**src/rtl/tit_pkg.sv**
```systemverilog
// Shared types and constants for the tag interning table.
// Used by every module of the block but tit_ram; depends on nothing else.
`timescale 1ns / 1ps

package tit_pkg;

  localparam int NAME_W      = 32;
  localparam int MASK_W      = 32;
  localparam int ENT_IDX_W   = 10;
  localparam int CMD_W       = 3;

  localparam int DEF_TAG_SLOTS    = 32;
  localparam int DEF_ENTITY_COUNT = 1024;

  // Entries in the queue between front and back.
  localparam int QUEUE_DEPTH = 2;

  // Command codes as they arrive on the cmd port.
  localparam logic [CMD_W-1:0] CMD_FIND     = 3'd0;
  localparam logic [CMD_W-1:0] CMD_REGISTER = 3'd1;
  localparam logic [CMD_W-1:0] CMD_DESCRIBE = 3'd2;
  localparam logic [CMD_W-1:0] CMD_ADD      = 3'd3;
  localparam logic [CMD_W-1:0] CMD_REMOVE   = 3'd4;
  localparam logic [CMD_W-1:0] CMD_HAS      = 3'd5;

  // Decoded operation; codes with no meaning become OP_NONE.
  typedef enum logic [2:0] {
    OP_FIND,
    OP_REGISTER,
    OP_DESCRIBE,
    OP_ADD,
    OP_REMOVE,
    OP_HAS,
    OP_NONE
  } op_t;

  typedef struct packed {
    op_t                  op;
    logic [NAME_W-1:0]    name_id;
    logic [MASK_W-1:0]    select_mask;
    logic [ENT_IDX_W-1:0] entity_index;
    logic                 name_ok;
    logic                 ent_ok;
  } item_t;

  typedef enum logic [2:0] {
    ST_CLEAR,
    ST_IDLE,
    ST_LOOK,
    ST_ONE,
    ST_MOD,
    ST_LIST
  } state_t;

endpackage

```
**src/rtl/tit_front.sv**
```systemverilog
// Input stage: accepts command beats, decodes them and hands them to the queue.
// Depends on tit_pkg.
`timescale 1ns / 1ps

module tit_front
  import tit_pkg::*;
#(
  parameter int ENTITY_COUNT = DEF_ENTITY_COUNT
) (
  input  logic                 clk,
  input  logic                 rst,
  input  logic                 in_valid,
  output logic                 in_stall,
  input  logic [CMD_W-1:0]     cmd,
  input  logic [NAME_W-1:0]    name_id,
  input  logic [MASK_W-1:0]    select_mask,
  input  logic [ENT_IDX_W-1:0] entity_index,
  input  logic                 hold,
  output logic                 push_valid,
  output item_t                push_item,
  input  logic                 push_full
);

  logic  f_valid;
  item_t f_item;
  item_t dec;
  logic  accept;

  assign in_stall   = hold || (f_valid && push_full);
  assign accept     = in_valid && !in_stall;
  assign push_valid = f_valid;
  assign push_item  = f_item;

  always_comb begin
    dec.name_id      = name_id;
    dec.select_mask  = select_mask;
    dec.entity_index = entity_index;
    dec.name_ok      = (name_id != '0);
    dec.ent_ok       = (32'(entity_index) < 32'(ENTITY_COUNT));
    case (cmd)
      CMD_FIND:     dec.op = OP_FIND;
      CMD_REGISTER: dec.op = OP_REGISTER;
      CMD_DESCRIBE: dec.op = OP_DESCRIBE;
      CMD_ADD:      dec.op = OP_ADD;
      CMD_REMOVE:   dec.op = OP_REMOVE;
      CMD_HAS:      dec.op = OP_HAS;
      default:      dec.op = OP_NONE;
    endcase
  end

  always_ff @(posedge clk) begin
    if (rst) begin
      f_valid <= 1'b0;
    end else if (accept) begin
      f_valid <= 1'b1;
    end else if (f_valid && !push_full) begin
      f_valid <= 1'b0;
    end
  end

  always_ff @(posedge clk) begin
    if (accept) begin
      f_item <= dec;
    end
  end

endmodule

```
**config.mk**
```make
export PLATFORM = sky130hd
export DESIGN_NAME = tit_front
export DESIGN_NICKNAME = d
export VERILOG_FILES = /design/src/rtl/tit_pkg.sv /design/src/rtl/tit_front.sv
export SDC_FILE = /design/constraint.sdc
export NUM_CORES = 1
export LEC_CHECK = 0
export CAP_MARGIN = 40
export CORE_MARGIN = 3
export CORE_UTILIZATION = 45
export DETAILED_ROUTE_END_ITERATION = 10
export DONT_BUFFER_PORTS = 1
export GPL_TIMING_DRIVEN = 0
export SYNTH_ARGS = -nofsm -noshare
export SYNTH_HDL_FRONTEND = slang
export SYNTH_SLANG_ARGS = --single-unit
```
**constraint.sdc**
```tcl
create_clock -name clk -period 3.1 [get_ports clk]
set_input_delay 0.155 -clock clk [delete_from_list [all_inputs] [get_ports clk]]
set_output_delay 0.155 -clock clk [all_outputs]
set_load 0.005 [all_outputs]
```
### Word-level counts from Yosys, hierarchy flattened

Index checks and enable logic that the tools add are counted.

* word-level logic and storage cells: 23
* bits in registers: 79
* output and inout bits: 81

* reductions and logical operators: 9
* muxes and demuxes: 3
* equality and inequality tests: 5

Operators by type and width (count)
* 32-bit nonzero test: 1
* 3-bit one-hot mux with 6 select lines: 1
* 3-bit by 2-bit equality test with 1-bit output (second input constant): 2
* 3-bit equality test (second input constant): 2
* 3-bit by 1-bit equality test with 1-bit output (second input constant): 1
* 1-bit logical AND: 3
* 3-bit zero test: 1
* 1-bit zero test: 2
* 1-bit 2-to-1 mux: 2
* 2-bit nonzero test: 1
* 1-bit logical OR: 1

### Longest topological paths before layout

Gate-level depths: netlist of the first run.

* word-level depth: 5
* depth in mapped cells: 3

### Least setup slack after synthesis of the first run

No wires, ideal clock.

* kind: reg-to-reg
* from: register f_valid, in the netlist push_valid
* to: register f_item (netlist bit push_item[10]), enable pin
* cell stages (with the launch flop): 3
* setup slack: 295 ps
* period minus slack after synthesis: 2805 ps
* arrival: 2360 ps
* cells stage by stage: dfxtp_1 > a21oi_1 > and2_1

* cells in the longest elaborated chain, start to end: 4

RTL lines
* start: declaration: RTL line tit_front.sv:24 `logic f_valid;`
* start signal: assignment: RTL line tit_front.sv:53 `f_valid <= 1'b0;`
* start signal: assignment: RTL line tit_front.sv:55 `f_valid <= 1'b1;`
* start signal: assignment: RTL line tit_front.sv:57 `f_valid <= 1'b0;`
* 1-bit logical AND: RTL line tit_front.sv:29 `assign in_stall = hold || (f_valid && push_full);`
* 1-bit logical OR: RTL line tit_front.sv:29
* 1-bit zero test: RTL line tit_front.sv:30 `assign accept = in_valid && !in_stall;`
* 1-bit logical AND: RTL line tit_front.sv:30
* named net accept: RTL line tit_front.sv:27 `logic accept;`
* end signal: assignment: RTL line tit_front.sv:63 `f_item <= dec;`
* end: declaration: RTL line tit_front.sv:25 `item_t f_item;`

The timed path passes the listed nets, and every way through them passes these cells.
A chain may end at the register's enable or synchronous reset.

### Worst setup path after layout of the first run

* from: register f_valid, in the netlist push_valid
* to: register f_item (netlist bit push_item[45]), enable pin

The elaborated chain is that of the path after synthesis.

==> results of run 1 <==
-- cell families after synthesis --
group           Yosys count  synth area share
flops                    79             0.949
other cells               1           0.00151
compound gates            3           0.00804
buf+inv                   4           0.00754
simple gates             13            0.0342
-- flip-flops by register name, indices dropped and copies added (netlist names) --
signal / cells
push_valid: 1
push_item: 78
-- layer usage --
| layer | vias to the layer above | GRT usage |
|---|---|---|
| met5 | - | 0 |
| met4 | 0 | 0.0912 |
| met3 | 9 | 0.0964 |
| met2 | 116 | 0.287 |
| met1 | 594 | 0.161 |
| li1 | 582 | - |
-- layout by cell type, fill, tap and decap left out, types with 2 or more instances in the layout --
master,n
dlygate4sd3_1,78
edfxtp_1,78
clkbuf_8,9
nor4_1,7
clkbuf_1,4
nand4_1,2
clkinv_2,2
clkinv_1,2
-- area by class of cell --
class,count,area (um^2),share of cell area
Buffer,3,15.0,0.00424
Clock buffer,11,131,0.0371
Clock inverter,5,25.0,0.00706
Inverter,1,3.75,0.00106
Multi-Input combinational cell,17,111,0.0314
Sequential cell,79,2360,0.666
Tap cell,70,87.6,0.0247
Timing Repair Buffer,79,808,0.228
-- worst paths after layout --
path,endpoint,cells past startpoint
min reg2reg,push_item[77],2
max reg2reg,push_item[45],3
min,push_item[76],1
max,push_item[45],3
-- power by group through the flow --
stage	Sequential (uW)	Clock, uW	Combinational, uW
5_1_grt	1260	684	123
4_1_cts	1260	628	109
3_5_place_dp	1280	0	29.2
3_3_place_gp	1280	0	25.7
6_report	1260	603	114
2_1_floorplan	1270	0	21.9
-- critical path, stage by stage (launching register included) --
cell and delay, ns:
dfxtp_1 0.35, a21oi_1 0.27, and2_4 0.26, buf_16 0.31
-- stage by stage --
stage          std cells  instance area [um^2]  setup WS (ns)  utilization  hold slack [ns]
2_1_floorplan        100                  2490          0.295            -            0.227
3_3_place_gp         170                  2580         -0.117        0.492            0.229
3_5_place_dp         170                  2580           1.31        0.493            0.233
4_1_cts              264                  3520           1.31        0.672           0.0356
5_1_grt              265                  3540           1.43        0.677           0.0214
6_report             265                  3540           1.55        0.677           0.0495
==> results by group, run 1 <==
STA
  • Fmax: between 600 and 700 MHz
  • Min Tclk post-route: 1.55 ns
  • Setup_tns: 0 ns
  • Max-slew violations: 0
  • Endpoints failing hold: 0
  • Crit share post-route: 0.501
  • Unrepaired setup endpoints after global routing: false
  • Clock Skews: 0.00354 ns
  • Setup violations, final: 0

Logic synthesis
  • Synth top area cells: edfxtp_1 (94%), nor4_1 (1.8%), dfxtp_1 (0.80%), nand4_1 (0.50%), nor4_2 (0.50%)
  • Post-synth top area share: 0.941
  • Top post-synthesis cells by count: edfxtp_1 (78), nor4_1 (7), clkbuf_1 (2), nand4_1 (2)
  • Area leader, netlist: edfxtp_1
  • Mapped Avg Cell Area: 24.9 um^2
  • Top-count cell post-synth: edfxtp_1
  • Asr flop ratio synth: 0
  • EDFF count, synth: between 70 and 80
  • Synth cell types: 15
  • Synth Register Bits: 79
  • Register area share after synthesis: 0.949
  • Synth Flop Type: edfxtp_1
  • Cells after Synth: 100
  • Synth Net Count: 182
  • Synthesized area: 0.00249 mm^2
  • YS warnings: 0

Worst hold path
  • HP Class: input pin to register
  • Hold_sp: cmd[1]

Status
  • Run status: complete, no violations

Floorplanning
  • Number of core rows: 26
  • I/O pins: 163
  • Die extent in y: 80.4 um
  • Die Area: 0.00646 mm^2
  • Initial core utilization: 0.475
  • Die X: ~80 um
  • Core box area: 0.00524 mm^2

CTS
  • CTS Hold Buffers Added: 78
  • Post-CTS Repair Setup Buffers: 0
  • Number of H-tree levels: 3
  • # resized after CTS: 0
  • Clk_lat worst skew: 0.33 ns
  • Total CTS buffers: 9
  • CTS root buf: clkbuf_8
  • Clk slew on worst S/H paths: 0.07 ns
  • CTS tree: built
  • Max Buffers Root-to-Sink: 2
  • Clock sink count: around 80

Power
  • Sw frac: 0.196
  • Int Power: 1590 uW
  • Switching power: 386 uW
  • Pwr Total: slightly below 2000 uW
  • Clock power frac: 0.306
  • Pwr per Cell Area: 557 mW/mm^2
  • Worst vdd ir: 304 uV
  • Gate power share: 0.058
  • Sequential Power Share: 0.636
  • Leakage power: 0.00119 uW

Global route
  • Congestion Overflow GR: 0
  • Largest net degree at the start of global routing: 79
  • Global-route wire length before repair: 7440 um
  • Number of global-route vias before repair: 1419
  • GR Util All Layers: 0.170
  • Initial antenna violation count: 0

Layout
  • Layout cell share with drive strength beyond 1: 0.0821
  • Syn-to-layout area delta: 42.4%
  • NumNets Final: 272
  • Fillers: between 300 and 400
  • Antenna Cells: 0

Setup path
  • Data required time at the worst endpoint: 3.11 ns
  • Crit path launch: push_valid
  • Crit path kind: register to register
  • Crit end category: register
  • Worst Path Arrival: 1.56 ns
  • Setup slack, reg-to-reg: 1.55 ns
  • Critical Path Fanout Max: 73
  • Reg-to-reg startpoint: push_valid
  • Startpoint types: register

Drt
  • Post-DRT Antenna Nets: 0
  • Avg WL per Cell: 20.5 um
  • Residual DRC count: 0
  • Initial DRC Count: 68
  • Detailed Route WL: between 5000 and 6000 um
  • Metal2 WL: 2770 um
  • Max layer used: met4
  • Vias: 1301
  • Wl on met1: 1820 um
  • Routed length on met3: 728 um
  • Vias per Instance: 4.91
  • Detailed Routing Iterations Pass 1: 5

Place
  • Port buffer count: 0
  • Final RePlAce weighted congestion: approximately 0.67

Job
  • Max Cap Viol: 0
(Power assumes the default switching activity.)
==> run 2, diff against run 1 <==
==> constraint.sdc (replaced) <==
create_clock -name clk -period 1.5 [get_ports clk]
set_input_delay 0.075 -clock clk [delete_from_list [all_inputs] [get_ports clk]]
set_output_delay 0.075 -clock clk [all_outputs]
set_load 0.005 [all_outputs]
==> run 2 against run 1 <==
  * Clock power rose by 140%
  * Routed wire length grew 6.0%
  * Combinational power rose by 110%
  * Via count grew 3.6%
  * First-iteration DRC count decreased by 34%
  * Design area grew 0.78%
  * Hold slack got worse by 0.022 ns
  * Core utilization increased by 0.53 points
  * Non-clock buffer count unchanged
  * Sequential share of layout area is 0.48 points lower
  * Largest power group unchanged
==> results by group, run 2 (same netlist as run 1, synthesis figures left out) <==
Status
  • Run status: complete, no violations

Setup path
  • Setup slack, reg-to-reg: just over 0.1 ns
  • Crit-path max cell delay: approximately 0.5 ns
  • Startpoint types: register
  • Data required time at the worst endpoint: approximately 1.5 ns
  • Worst Path Arrival: 1.37 ns
  • Family with the most delay on the worst path: simple AND/OR/NAND/NOR gates
  • Crit end category: register
  • Number of cells on the critical path: 2
  • R2r worst-path depth: 2
  • Critical Path Fanout Max: 39
  • Worst setup path endpoint: push_item[68]
  • Crit path launch: push_valid
  • Crit-path slowest cell: and2_4
  • Cell Chain, Critical Path: a21oi_4, and2_4
  • Crit path kind: register to register
  • Reg-to-reg startpoint: push_valid
  • R2R Path End: push_item[68]
  • Worst path bufs/invs: 0

Global route
  • Global-route wire length before repair: 7890 um
  • Largest net degree at the start of global routing: 40
  • Met1 usage: 0.169
  • Top Usage Layer GRT: met2
  • Initial antenna violation count: 0
  • Congestion Overflow GR: 0
  • Number of global-route vias before repair: 1458
  • Grt met3 use: 0.0897
  • GR Util All Layers: 0.179
  • M2 GR Usage: 0.310

Power
  • Worst vdd ir: 656 uV
  • Leakage power: 0.00120 uW
  • Pwr Total: roughly 4300 uW
  • Pwr per Cell Area: approximately 1200 mW/mm^2

Drt
  • Vias per Instance: 5.07
  • Initial DRC Count: 45
  • Avg WL per Cell: 21.6 um
  • Residual DRC count: 0
  • Post-DRT Antenna Nets: 0
  • Vias: roughly 1300
  • Detailed Routing Iterations Pass 1: 4
  • Detailed Route WL: around 5800 um

CTS
  • Clk slew on worst S/H paths: 0.07 ns
  • Post-CTS Repair Setup Buffers: 0
  • Clk_lat worst skew: 0.33 ns
  • Total CTS buffers: 9
  • Max Buffers Root-to-Sink: 2
  • CTS tree: built
  • Number of H-tree levels: 3
  • Clock sink count: 79
  • CTS root buf: clkbuf_8

STA
  • Unrepaired setup endpoints after global routing: false
  • Setup_tns: 0 ns
  • Endpoints failing hold: 0
  • Fmax: between 700 and 800 MHz
  • Max-slew violations: 0
  • Rel. slew slack: 0.666
  • Min Tclk post-route: between 1 and 1.5 ns
  • Clock Skews: about 0.0053 ns
  • Setup violations, final: 0
  • Crit share post-route: 0.933
  • Tightest Pin Transition: 0.502 ns

Floorplanning
  • Die extent in y: 80.4 um
  • Number of core rows: 26
  • Core box area: 0.00524 mm^2
  • Initial core utilization: 0.475
  • I/O pins: 163
  • Die X: 80.4 um
  • Die Area: 0.00646 mm^2

Layout
  • Syn-to-layout area delta: 43.5%
  • Layout cell share with drive strength beyond 1: 0.0969
  • Commonest non-fill, non-tap cell in the layout: dlygate4sd3_1
  • Final core utilization: 0.682
  • NumNets Final: 273
  • Antenna Cells: 0
  • Commonest cells after routing, fill and taps aside: dlygate4sd3_1 (79), edfxtp_1 (78), clkbuf_8 (9)
  • Fillers: around 330
  • Max reg flops: 78

Place
  • Port buffer count: 0
  • Final RePlAce weighted congestion: 0.655

Job
  • Max Cap Viol: 0

Worst hold path
  • HP Class: input pin to register
[run 2: cell types whose count changed in the layout (fill, tap and decap cells not counted), sizes merged]
cell / previous run / this run
buf: 2 / 1
and2: 1 / 2
clkinvlp: 1 / 0
bufinv: 0 / 1
dlygate4sd3: 78 / 79
[run 2: report_power, final]
| part | internal (uW) | switching [uW] |
|---|---|---|
| logic | 151 | 84.0 |
| registers | 2540 | 52.7 |
| clock network | 756 | 680 |
| total | 3450 | 816 |
[run 2: tightest hold or removal path: stages]
cell and delay [ns]:
nor4_2 0.02, nand4_1 0.07, or2_1 0.09
[run 2: final cells by class]
cell class / instances / area (um^2) / area share
Inverter: 1 / 3.75 / 0.00105
Timing Repair Buffer: 79 / 791 / 0.221
Clock buffer: 11 / 131 / 0.0368
Sequential cell: 79 / 2360 / 0.662
Multi-Input combinational cell: 18 / 131 / 0.0368
Buffer: 3 / 15.0 / 0.00420
Tap cell: 70 / 87.6 / 0.0245
Clock inverter: 5 / 48.8 / 0.0137
[run 2: what timing repair did]
action | CTS | global route
setup endpoints to repair | 78 | 78
pin swaps | 1 | 1
cloned | 1 | 0
endpoints found under the hold margin | 78 | 0
gates resized for setup | 1 | 1
hold buffers | 79 | 0
[run 2: how the worst min path moves through the flow]
| stage | from | to | slack, ns | cells past startpoint |
|---|---|---|---|---|
| finish | name_id[22] | push_item[1] | 0.03 | 3 |
| floorplan | rst | push_valid | 0.14 | 1 |
| global route | name_id[22] | push_item[1] | 0.02 | 3 |
| global placement | rst | push_valid | 0.14 | 1 |
| detailed placement | rst | push_valid | 0.14 | 1 |
| CTS | name_id[22] | push_item[1] | 0.01 | 3 |
[run 2: per-stage QoR]
stage / hold slack (ns) / worst slack, ns / instance area (um^2) / cells
floorplan: 0.140 / -0.00262 / 2500 / 100
global placement: 0.141 / -0.144 / 2580 / 170
detailed placement: 0.143 / -0.220 / 2580 / 170
CTS: 0.0130 / 0.00766 / 3560 / 266
global route: 0.0217 / 0.0377 / 3570 / 266
finish: 0.0274 / 0.101 / 3570 / 266
[run 2: layer usage]
metal | wire length [um] | vias to the layer above | share of wire
met5 | 0 | - | 0
met4 | 91 | 0 | 0.016
met3 | 790 | 8 | 0.14
met1 | 1840 | 631 | 0.32
li1 | - | 584 | -
met2 | 3040 | 125 | 0.53
