<file path="src/rtl/tit_pkg.sv">
// Shared types and constants for the tag interning table.
// Used by every module of the block but tit_ram; depends on nothing else.
`timescale 1ns / 1ps

package tit_pkg;

  localparam int NAME_W      = 32;
  localparam int MASK_W      = 32;
  localparam int ENT_IDX_W   = 10;
  localparam int CMD_W       = 3;

  localparam int DEF_TAG_SLOTS    = 32;
  localparam int DEF_ENTITY_COUNT = 1024;

  // Entries in the queue between front and back.
  localparam int QUEUE_DEPTH = 2;

  // Command codes as they arrive on the cmd port.
  localparam logic [CMD_W-1:0] CMD_FIND     = 3'd0;
  localparam logic [CMD_W-1:0] CMD_REGISTER = 3'd1;
  localparam logic [CMD_W-1:0] CMD_DESCRIBE = 3'd2;
  localparam logic [CMD_W-1:0] CMD_ADD      = 3'd3;
  localparam logic [CMD_W-1:0] CMD_REMOVE   = 3'd4;
  localparam logic [CMD_W-1:0] CMD_HAS      = 3'd5;

  // Decoded operation; codes with no meaning become OP_NONE.
  typedef enum logic [2:0] {
    OP_FIND,
    OP_REGISTER,
    OP_DESCRIBE,
    OP_ADD,
    OP_REMOVE,
    OP_HAS,
    OP_NONE
  } op_t;

  typedef struct packed {
    op_t                  op;
    logic [NAME_W-1:0]    name_id;
    logic [MASK_W-1:0]    select_mask;
    logic [ENT_IDX_W-1:0] entity_index;
    logic                 name_ok;
    logic                 ent_ok;
  } item_t;

  typedef enum logic [2:0] {
    ST_CLEAR,
    ST_IDLE,
    ST_LOOK,
    ST_ONE,
    ST_MOD,
    ST_LIST
  } state_t;

endpackage

</file>
<file path="src/rtl/tit_queue.sv">
// Short FIFO of decoded items between the front and the back.
// Depends on tit_pkg.
`timescale 1ns / 1ps

module tit_queue
  import tit_pkg::*;
(
  input  logic  clk,
  input  logic  rst,
  input  logic  push_valid,
  input  item_t push_item,
  output logic  full,
  input  logic  pop,
  output logic  q_valid,
  output item_t q_item
);

  localparam int PtrW = QUEUE_DEPTH > 1 ? $clog2(QUEUE_DEPTH) : 1;
  localparam int CntW = $clog2(QUEUE_DEPTH + 1);

  item_t            entries [QUEUE_DEPTH];
  logic [PtrW-1:0]  wr_ptr;
  logic [PtrW-1:0]  rd_ptr;
  logic [CntW-1:0]  count;
  logic             push;

  assign full    = (count == CntW'(QUEUE_DEPTH));
  assign q_valid = (count != '0);
  assign q_item  = entries[rd_ptr];
  assign push    = push_valid && !full;

  function automatic logic [PtrW-1:0] ptr_inc(input logic [PtrW-1:0] p);
    return (p == PtrW'(QUEUE_DEPTH - 1)) ? '0 : p + 1'b1;
  endfunction

  always_ff @(posedge clk) begin
    if (rst) begin
      wr_ptr <= '0;
      rd_ptr <= '0;
      count  <= '0;
    end else begin
      if (push) begin
        wr_ptr <= ptr_inc(wr_ptr);
      end
      if (pop) begin
        rd_ptr <= ptr_inc(rd_ptr);
      end
      if (push && !pop) begin
        count <= count + 1'b1;
      end else if (pop && !push) begin
        count <= count - 1'b1;
      end
    end
  end

  always_ff @(posedge clk) begin
    if (push) begin
      entries[wr_ptr] <= push_item;
    end
  end

endmodule

</file>
<file path="config.mk">
export PLATFORM = sky130hd
export DESIGN_NAME = tit_queue
export DESIGN_NICKNAME = d
export VERILOG_FILES = /design/src/rtl/tit_pkg.sv /design/src/rtl/tit_queue.sv
export SDC_FILE = /design/constraint.sdc
export NUM_CORES = 1
export LEC_CHECK = 0
export BUFFER_PORTS_ARGS = -buffer_cell sky130_fd_sc_hd__buf_2
export CAP_MARGIN = 0
export CORE_MARGIN = 5
export CORE_UTILIZATION = 30
export DETAILED_ROUTE_END_ITERATION = 16
export PLACE_DENSITY = 0.63
export SLEW_MARGIN = 20
export SYNTH_ARGS = -nofsm -noshare
export SYNTH_HDL_FRONTEND = slang
export SYNTH_SLANG_ARGS = --single-unit
</file>
<file path="constraint.sdc">
create_clock -name clk -period 2.84 [get_ports clk]
set_input_delay 0.426 -clock clk [delete_from_list [all_inputs] [get_ports clk]]
set_output_delay 0.426 -clock clk [all_outputs]
set_load 0.03 [all_outputs]
</file>
Word level (Yosys, flattened, before mapping). Memory sizes are Yosys's and may differ from the RTL's. A register that Yosys moved wholly into a read port is not among the register bits. Index checks and enable logic that the tools add are counted.

Muxes and demuxes: 8. Reductions and logical operators: 8. Equal/unequal tests: 1. $add $sub $neg: 4.

Operators with widths (number): $mux W1 (6); $mux W2 (2); $reduce_bool A2 Y1 (2); $logic_and A1 B1 Y1 (3); $logic_not A1 Y1 (3); $add A1 B1 Y1 const B (2); $add A2 B1 Y2 const B (1); $eq A2 B2 Y1 const B (1); $sub A2 B1 Y2 const B (1).

Bits in writable memories: 158. Output and inout port bits: 81. Flip-flop bits (word level): 4. Memories kept: 1.

Memory list: entries (depth 2, bits a word 79, rd ports 1, clocked after Yosys merged registers in 1, write ports 1, line tit_queue.sv:21) `item_t entries [QUEUE_DEPTH];`.

Logic depth before layout (Yosys ltp). Gate-level depths: netlist of run 1.

Word-level depth: 7. Gate-level depth with buffers: 6. Gate-level depth less buffers: 6.

Least setup slack after synthesis of run 1. Ideal clock, no wire load.

Path kind: reg-to-reg. Start point: register count[1]. End point: memory entries[1][0] (netlist name) (enable). Setup slack: -0.176 ns. Stages on the path, launching flop included: 4. Data arrival time: 2.570 ns. Library setup time: 0.446 ns. Data required time: 2.394 ns. Cells stage by stage: dfxtp_1 -> nor2b_1 -> nor2_1 -> and2_1.

Cells in the longest elaborated chain, start to end: 5.

Ends and longest elaborated chain: start: declaration (line tit_queue.sv:24) `logic [CntW-1:0] count;`; start signal: assignment (line tit_queue.sv:49) `count <= count + 1'b1;`; start signal: assignment (line tit_queue.sv:51) `count <= count - 1'b1;`; $eq A2 B2 Y1 (line tit_queue.sv:27) `assign full = (count == CntW'(QUEUE_DEPTH));`; via full (line tit_queue.sv:12) `output logic full,`; $logic_not A1 Y1 (line tit_queue.sv:30) `assign push = push_valid && !full;`; $logic_and A1 B1 Y1 (line tit_queue.sv:30); $mux W1 (line tit_queue.sv:57) `if (push) begin`; $mux W1 (not written as such) (line tit_queue.sv:58) `entries[wr_ptr] <= push_item;`; end: declaration (line tit_queue.sv:21).

The timed path passes the listed nets, and every way through them passes these cells.

==> flow_summary_export.csv, run 1 <==
group,metric,value,unit
cells_and_area,mostFrequentLayoutCells,"buf_2 (163), edfxtp_1 (158), mux2_2 (69)",
cts,holdBufCountCts,0,
critical_path,path_max_fanout,79,
place,dpl.hpwl,7860,µm
die,fp.dieArea,22800,µm²
synthesis,synth_cells,271,
sta,rsz0062_at_grt,"no",
cts,clock-sinks,163,
critical_path,worstSetupPathType,"flip-flop to output port",
place,numPortBuffers,163,
global_routing,grt_first_pass_wirelength,17900,µm
power_and_ir_drop,p_per_area,796,nW/µm²
route,drt_pass1_iterations,4,
sta,maximum_achievable_frequency,452,MHz
critical_path,crit_required,2410,ps
min_path,hold_class,"primary input to flip-flop",
cells_and_area,final_design_area_no_fill,7620,µm²
cts,number_of_levels_in_the_clock_h_tree,4,
global_routing,number_of_antenna_violations_at_the_first_check_in_global_routing,0,
synthesis,postSynthAreaPerCell,22.0,µm²
route,routed-via-count,3059,
sta,worst_pin_slew,616,ps
critical_path,worstSetupEndpointType,"output port",
synthesis,postSynthNetCount,355,
cells_and_area,final_common_cell,"buf_2",
route,first_iter_violations,77,
cts,post_cts.repair.setup_buffers,0,
cells_and_area,design.final.nets,534,
route,drt_wl_total,11700,µm
cts,post_cts_resized,0,
synthesis,synth_seq_cells,163,
route,route.antenna.remaining_nets,0,
route,post_drt_wl_per_cell,16.1,µm
power_and_ir_drop,power.static_leakage,2.84,nW
sta,final_period_minus_worst_setup_slack,2210,ps
outcome,run_status,"complete, no violations",
die,effective_utilization_at_floorplan,30.5,%
synthesis,syn-cell-area,5950,µm²
sta,fin_tns_setup,0,ps
cts,clk-insertion-delay-late,400,ps
die,floorplan.io_pins,164,
sta,maxSlewViolCount,0,
sta,layout_worst_path_cycle_share,77.9,%
sta,timing.final.hold_violations,0,
place,gpl.final_weighted_congestion,0.711,
cells_and_area,num_antenna_cells,0,
critical_path,critPathArrivalTime,1790,ps
global_routing,maximum_number_of_pins_on_one_net_before_global_route_repair,80,
cts,clk_root_buffer_cell,"clkbuf_16",
synthesis,synth.yosys.seq_area_share,81.4,%
sta,final.setup_skew,8.64,ps
synthesis,synth.distinct_cells,17,
critical_path,setup.worst_path.start_class,"flip-flop",
cells_and_area,layout-drive-gt1-share,60.3,%
place,placed_area,7100,µm²
power_and_ir_drop,peakVddDrop,410,µV
sta,slew_headroom,58.9,%
die,die_x,151,µm
cells_and_area,final_core_util,39.0,%
sta,final-setup-viol-count,0,
route,post-route-drc-count,0,
cts,numCtsBuffers,17,
synthesis,ys_warn_count,0,
cts,clk_pin_slew_worst_paths,60,ps
die,core_area,19500,µm²
global_routing,gr-total-overflow,0,
cts,tritoncts_clock_tree,"built",
die,rows,51,
die,die-height,151,µm
cells_and_area,layout-area-overhead-vs-synth,28.1,%
cts,clk_path_buf_depth,2,
route,detail_route.vias_per_cell,4.21,
global_routing,first_global_vias,3412,
flow_run,max-cap-violations,0,
global_routing,groute.usage.overall,10.4,%
-- path summary, 6_finish.rpt --
check	startpoint	to	slack, ps	cells after the start
worst max-delay path	flip-flop	q_item[20]	630	3
worst min register to register	count[1]	count[1]	510	2
worst min-delay path	push_item[26]	entries[1][26]	210	1
worst max register to register	count[0]	entries[1][75]	940	4
-- where the power goes --
group / switching [mW] / internal (mW) / total [mW]
Sequential: 0.0517 / 2.92 / 2.97
Combinational: 0.710 / 0.360 / 1.07
Clock: 0.851 / 1.18 / 2.03
Total: 1.61 / 4.46 / 6.07
-- critical path, cell delays in order (launching register included) --
cell	delay, ps
dfxtp_4	350
buf_12	340
mux2_2	400
buf_2	180
-- registers in the layout, summed over array words and instances, names as in the netlist, named ones only --
signal	count
entries	158
wr_ptr	1
count	2
rd_ptr	1
-- kinds of logic (layout without fill, tap and decap cells) --
logic type	after synthesis	after routing	synth area share [%]
DFF	163	163	81.4
muxes	79	79	15.6
buffers and inverters	12	202	1.26
and+or+nand+nor	9	9	0.778
AOI/OAI and AO/OA	4	4	0.336
xor gates and xnor gates	3	3	0.442
adders and majority gates	1	1	0.210
-- per-layer routing --
layer  up-vias  routed length (µm)  GRT usage, %  part of all wire (%)
li1       1417                   -             -                     -
met1      1531                4910          12.8                    42
met2       100                5860          17.1                    50
met3        11                 752          3.98                   6.4
met4         0                 135          3.40                   1.2
met5         -                   0             0                     0
-- synth_stat cells --
master / count / area [µm²]
ha_1: 1 / 12.5
nor2_1: 4 / 15.0
dfxtp_1: 5 / 100
mux2_2: 69 / 777
buf_2: 6 / 30.0
xnor2_1: 1 / 8.76
inv_1: 3 / 11.3
or2_2: 1 / 6.26
nor2b_1: 1 / 6.26
and2_1: 1 / 6.26
or3_1: 2 / 12.5
xor2_1: 2 / 17.5
mux2_4: 10 / 150
edfxtp_1: 158 / 4740
a21oi_1: 2 / 10.0
buf_6: 3 / 33.8
o21ai_0: 2 / 10.0
-- stage by stage --
step	setup slack [ps]	power [mW]	hold WS, ps	std cells
5_1_grt	555	6.35	175	726
3_5_place_dp	866	4.11	507	696
2_1_floorplan	175	3.77	452	271
6_report	627	6.07	206	726
4_1_cts	599	6.18	177	726
3_3_place_gp	924	4.08	475	696
-- area by class of cell --
| class | count | area, µm² |
|---|---|---|
| fillers | 1873 | 11900 |
| flip-flops and latches | 163 | 4850 |
| multi-input cells | 96 | 1030 |
| repair buffers | 169 | 873 |
| clock buffers | 18 | 429 |
| well taps | 265 | 332 |
| clock inverters | 12 | 91.3 |
| inverters | 3 | 15.0 |
(Power assumes the default switching activity.)
==> run 2, diff against run 1 <==
- clock period: 2.84 -> 1.79 ns (I/O delays scaled with it)
==> run 2 against run 1 <==
The run now ends with negative setup slack left. Clock power rose by 93%. Sequential cell count did not move. Setup slack got worse by 710 ps. Non-clock buffer count rose by 16. Power rose by 83%. Sequential power rose by 59%. Critical path type unchanged. Hold slack got worse by 170 ps. Highest routed layer unchanged. Critical endpoint is now q_item[32].
==> flow_summary_export.csv, run 2 (synthesis results as in run 1) <==
group,metric,value,unit
outcome,run_status,"complete, but fails checks",
outcome,failing_checks,"negative setup slack",
sta,final-setup-viol-count,79,
sta,maxSlewViolCount,0,
route,route.antenna.remaining_nets,0,
power_and_ir_drop,peakVddDrop,632,µV
cells_and_area,layout-drive-gt1-share,63.0,%
cells_and_area,largest_register_ff_count,158,
route,drt_pass1_iterations,6,
critical_path,critPathArrivalTime,1600,ps
route,detail_route.vias_per_cell,4.27,
critical_path,crit_required,1520,ps
cts,clk-insertion-delay-late,410,ps
power_and_ir_drop,switching_share,25.4,%
power_and_ir_drop,clock_power_share,35.2,%
cts,clk_path_buf_depth,2,
global_routing,grt_first_pass_wirelength,17000,µm
critical_path,cp_cell_sequence,"buf_8 -> buf_6 -> mux2_2 -> buf_2",
global_routing,gr-total-overflow,0,
critical_path,worstSetupPathType,"flip-flop to output port",
sta,rsz0062_at_grt,"yes",
die,fp.dieArea,22800,µm²
power_and_ir_drop,internal_power,8.29,mW
flow_run,max-cap-violations,0,
sta,final.setup_skew,4.35,ps
cells_and_area,fin_cells,744,
route,first_iter_violations,94,
cells_and_area,final_design_area_no_fill,8890,µm²
power_and_ir_drop,power.static_leakage,3.48,nW
cells_and_area,mostFrequentLayoutCells,"edfxtp_1 (158), buf_2 (85), buf_6 (78)",
die,core_area,19500,µm²
route,post-route-drc-count,0,
die,die_x,151,µm
cts,clock-sinks,163,
route,drt_wl_total,13300,µm
critical_path,path_max_fanout,5,
critical_path,timing.critical_path.depth,4,
global_routing,groute.usage.overall,10.0,%
min_path,hold_class,"primary input to flip-flop",
die,floorplan.io_pins,164,
cells_and_area,design.final.nets,550,
critical_path,worst_r2r_path_depth,4,
cts,holdBufCountCts,0,
global_routing,number_of_antenna_violations_at_the_first_check_in_global_routing,0,
power_and_ir_drop,total_power,11.1,mW
sta,layout_worst_path_cycle_share,104,%
place,gpl.final_weighted_congestion,0.693,
sta,slew_headroom,82.9,%
cells_and_area,layout-area-overhead-vs-synth,49.3,%
sta,maximum_achievable_frequency,535,MHz
power_and_ir_drop,switching_power,2.82,mW
critical_path,worstSetupEndpoint,"q_item[32]",
die,effective_utilization_at_floorplan,30.5,%
power_and_ir_drop,part_of_the_total_power_dissipated_in_sequential_elements,42.6,%
cts,number_of_levels_in_the_clock_h_tree,4,
critical_path,worstSetupEndpointType,"output port",
route,top_signal_layer_used,"met4",
power_and_ir_drop,comb_power_share,22.2,%
sta,final_period_minus_worst_setup_slack,1870,ps
route,routed-via-count,3179,
cts,clk_root_buffer_cell,"clkbuf_16",
power_and_ir_drop,p_per_area,1250,nW/µm²
sta,worst_pin_slew,256,ps
place,dpl.hpwl,7660,µm
place,placedCellCount,696,
route,detail_route.wirelength.met1,5430,µm
critical_path,regToRegEndpoint,"entries[0][77]",
cells_and_area,fillCellCount,1703,
sta,timing.final.hold_violations,0,
critical_path,critical-path-slowest-cell,"dfxtp_4",
place,numPortBuffers,163,
critical_path,ff2ff_setup_slack,240,ps
route,dr_wl_met2,6840,µm
die,rows,51,
cells_and_area,top_registers,"entries: 158 flops, count: 2 flops",
place,placed_area,7180,µm²
critical_path,setup.worst_path.start_class,"flip-flop",
route,met3_wirelength,886,µm
cells_and_area,final_common_cell,"edfxtp_1",
global_routing,first_global_vias,3361,
route,post_drt_wl_per_cell,17.9,µm
die,die-height,151,µm
cts,clk_pin_slew_worst_paths,60,ps
global_routing,maximum_number_of_pins_on_one_net_before_global_route_repair,42,
critical_path,kind_of_cell_adding_the_most_delay_to_the_critical_path,"buffers and inverters",
critical_path,max_stage_delay,390,ps
sta,setup_ws,-79.3,ps
cts,tritoncts_clock_tree,"built",
cts,numCtsBuffers,17,
critical_path,r2r-start,"count[1]",
cells_and_area,num_antenna_cells,0,
critical_path,critical_path_buf_inv_count,3,
cells_and_area,final_core_util,45.5,%
cells_and_area,regMostFlops,"entries",
-- run 2: cell types whose count changed in the layout (fill, tap and decap cells not counted), moves of 4 or more --
cell / previous run / this run
mux2_4: 10 / 76
mux2_2: 69 / 3
buf_6: 0 / 78
clkbuf_16: 17 / 24
bufinv_16: 1 / 5
buf_12: 1 / 7
buf_8: 0 / 5
buf_2: 163 / 85
buf_4: 5 / 1
-- run 2: power by group through the flow --
stage                     Sequential, mW  Clock (mW)  Combinational [mW]
after floorplan                     4.78           0                1.21
after global placement              4.78           0                1.75
after detailed placement            4.80           0                1.77
after CTS                           4.72        4.02                1.88
after global routing                4.76        4.18                2.59
final                               4.73        3.91                2.46
-- run 2: area by class of cell --
cell class	instances	area [µm²]	share of cell area [%]
clock buffers	18	429	4.83
clock inverters	14	210	2.36
inverters	3	15.0	0.169
multi-input cells	96	1290	14.6
flip-flops and latches	163	4850	54.6
well taps	265	332	3.73
repair buffers	185	1760	19.8
-- run 2: metal layers --
layer | up-vias | global-route usage, %
met1 | 1605 | 11.1
met2 | 102 | 17.2
li1 | 1463 | -
met4 | 0 | 3.94
met5 | - | 0
met3 | 9 | 4.16
-- run 2: through the flow --
step                      worst slack, ps  TNS, ps  hold WS, ps
after floorplan                      -503   -39750          330
after global placement                266        0          456
after detailed placement              240        0          461
after CTS                            -139    -8050         10.4
after global routing                 -143    -7730         12.5
final                               -79.3    -2810         39.2
-- run 2: repair_timing --
action                     CTS  global route
cloned                       0            13
buffers inserted             0             3
resized for setup           47           230
setup endpoints to repair   79            79
-- run 2: worst min-delay path by stage --
stage / startpoint / endpoint / slack, ps / cells after the start
global placement: push_item[35] / entries[0][35] / 460 / 1
finish: push_item[6] / entries[0][6] / 40 / 1
floorplan: rst / count[1] / 330 / 1
global route: push_item[54] / entries[0][54] / 10 / 1
CTS: push_item[6] / entries[0][6] / 10 / 1
detailed placement: push_item[58] / entries[0][58] / 460 / 1
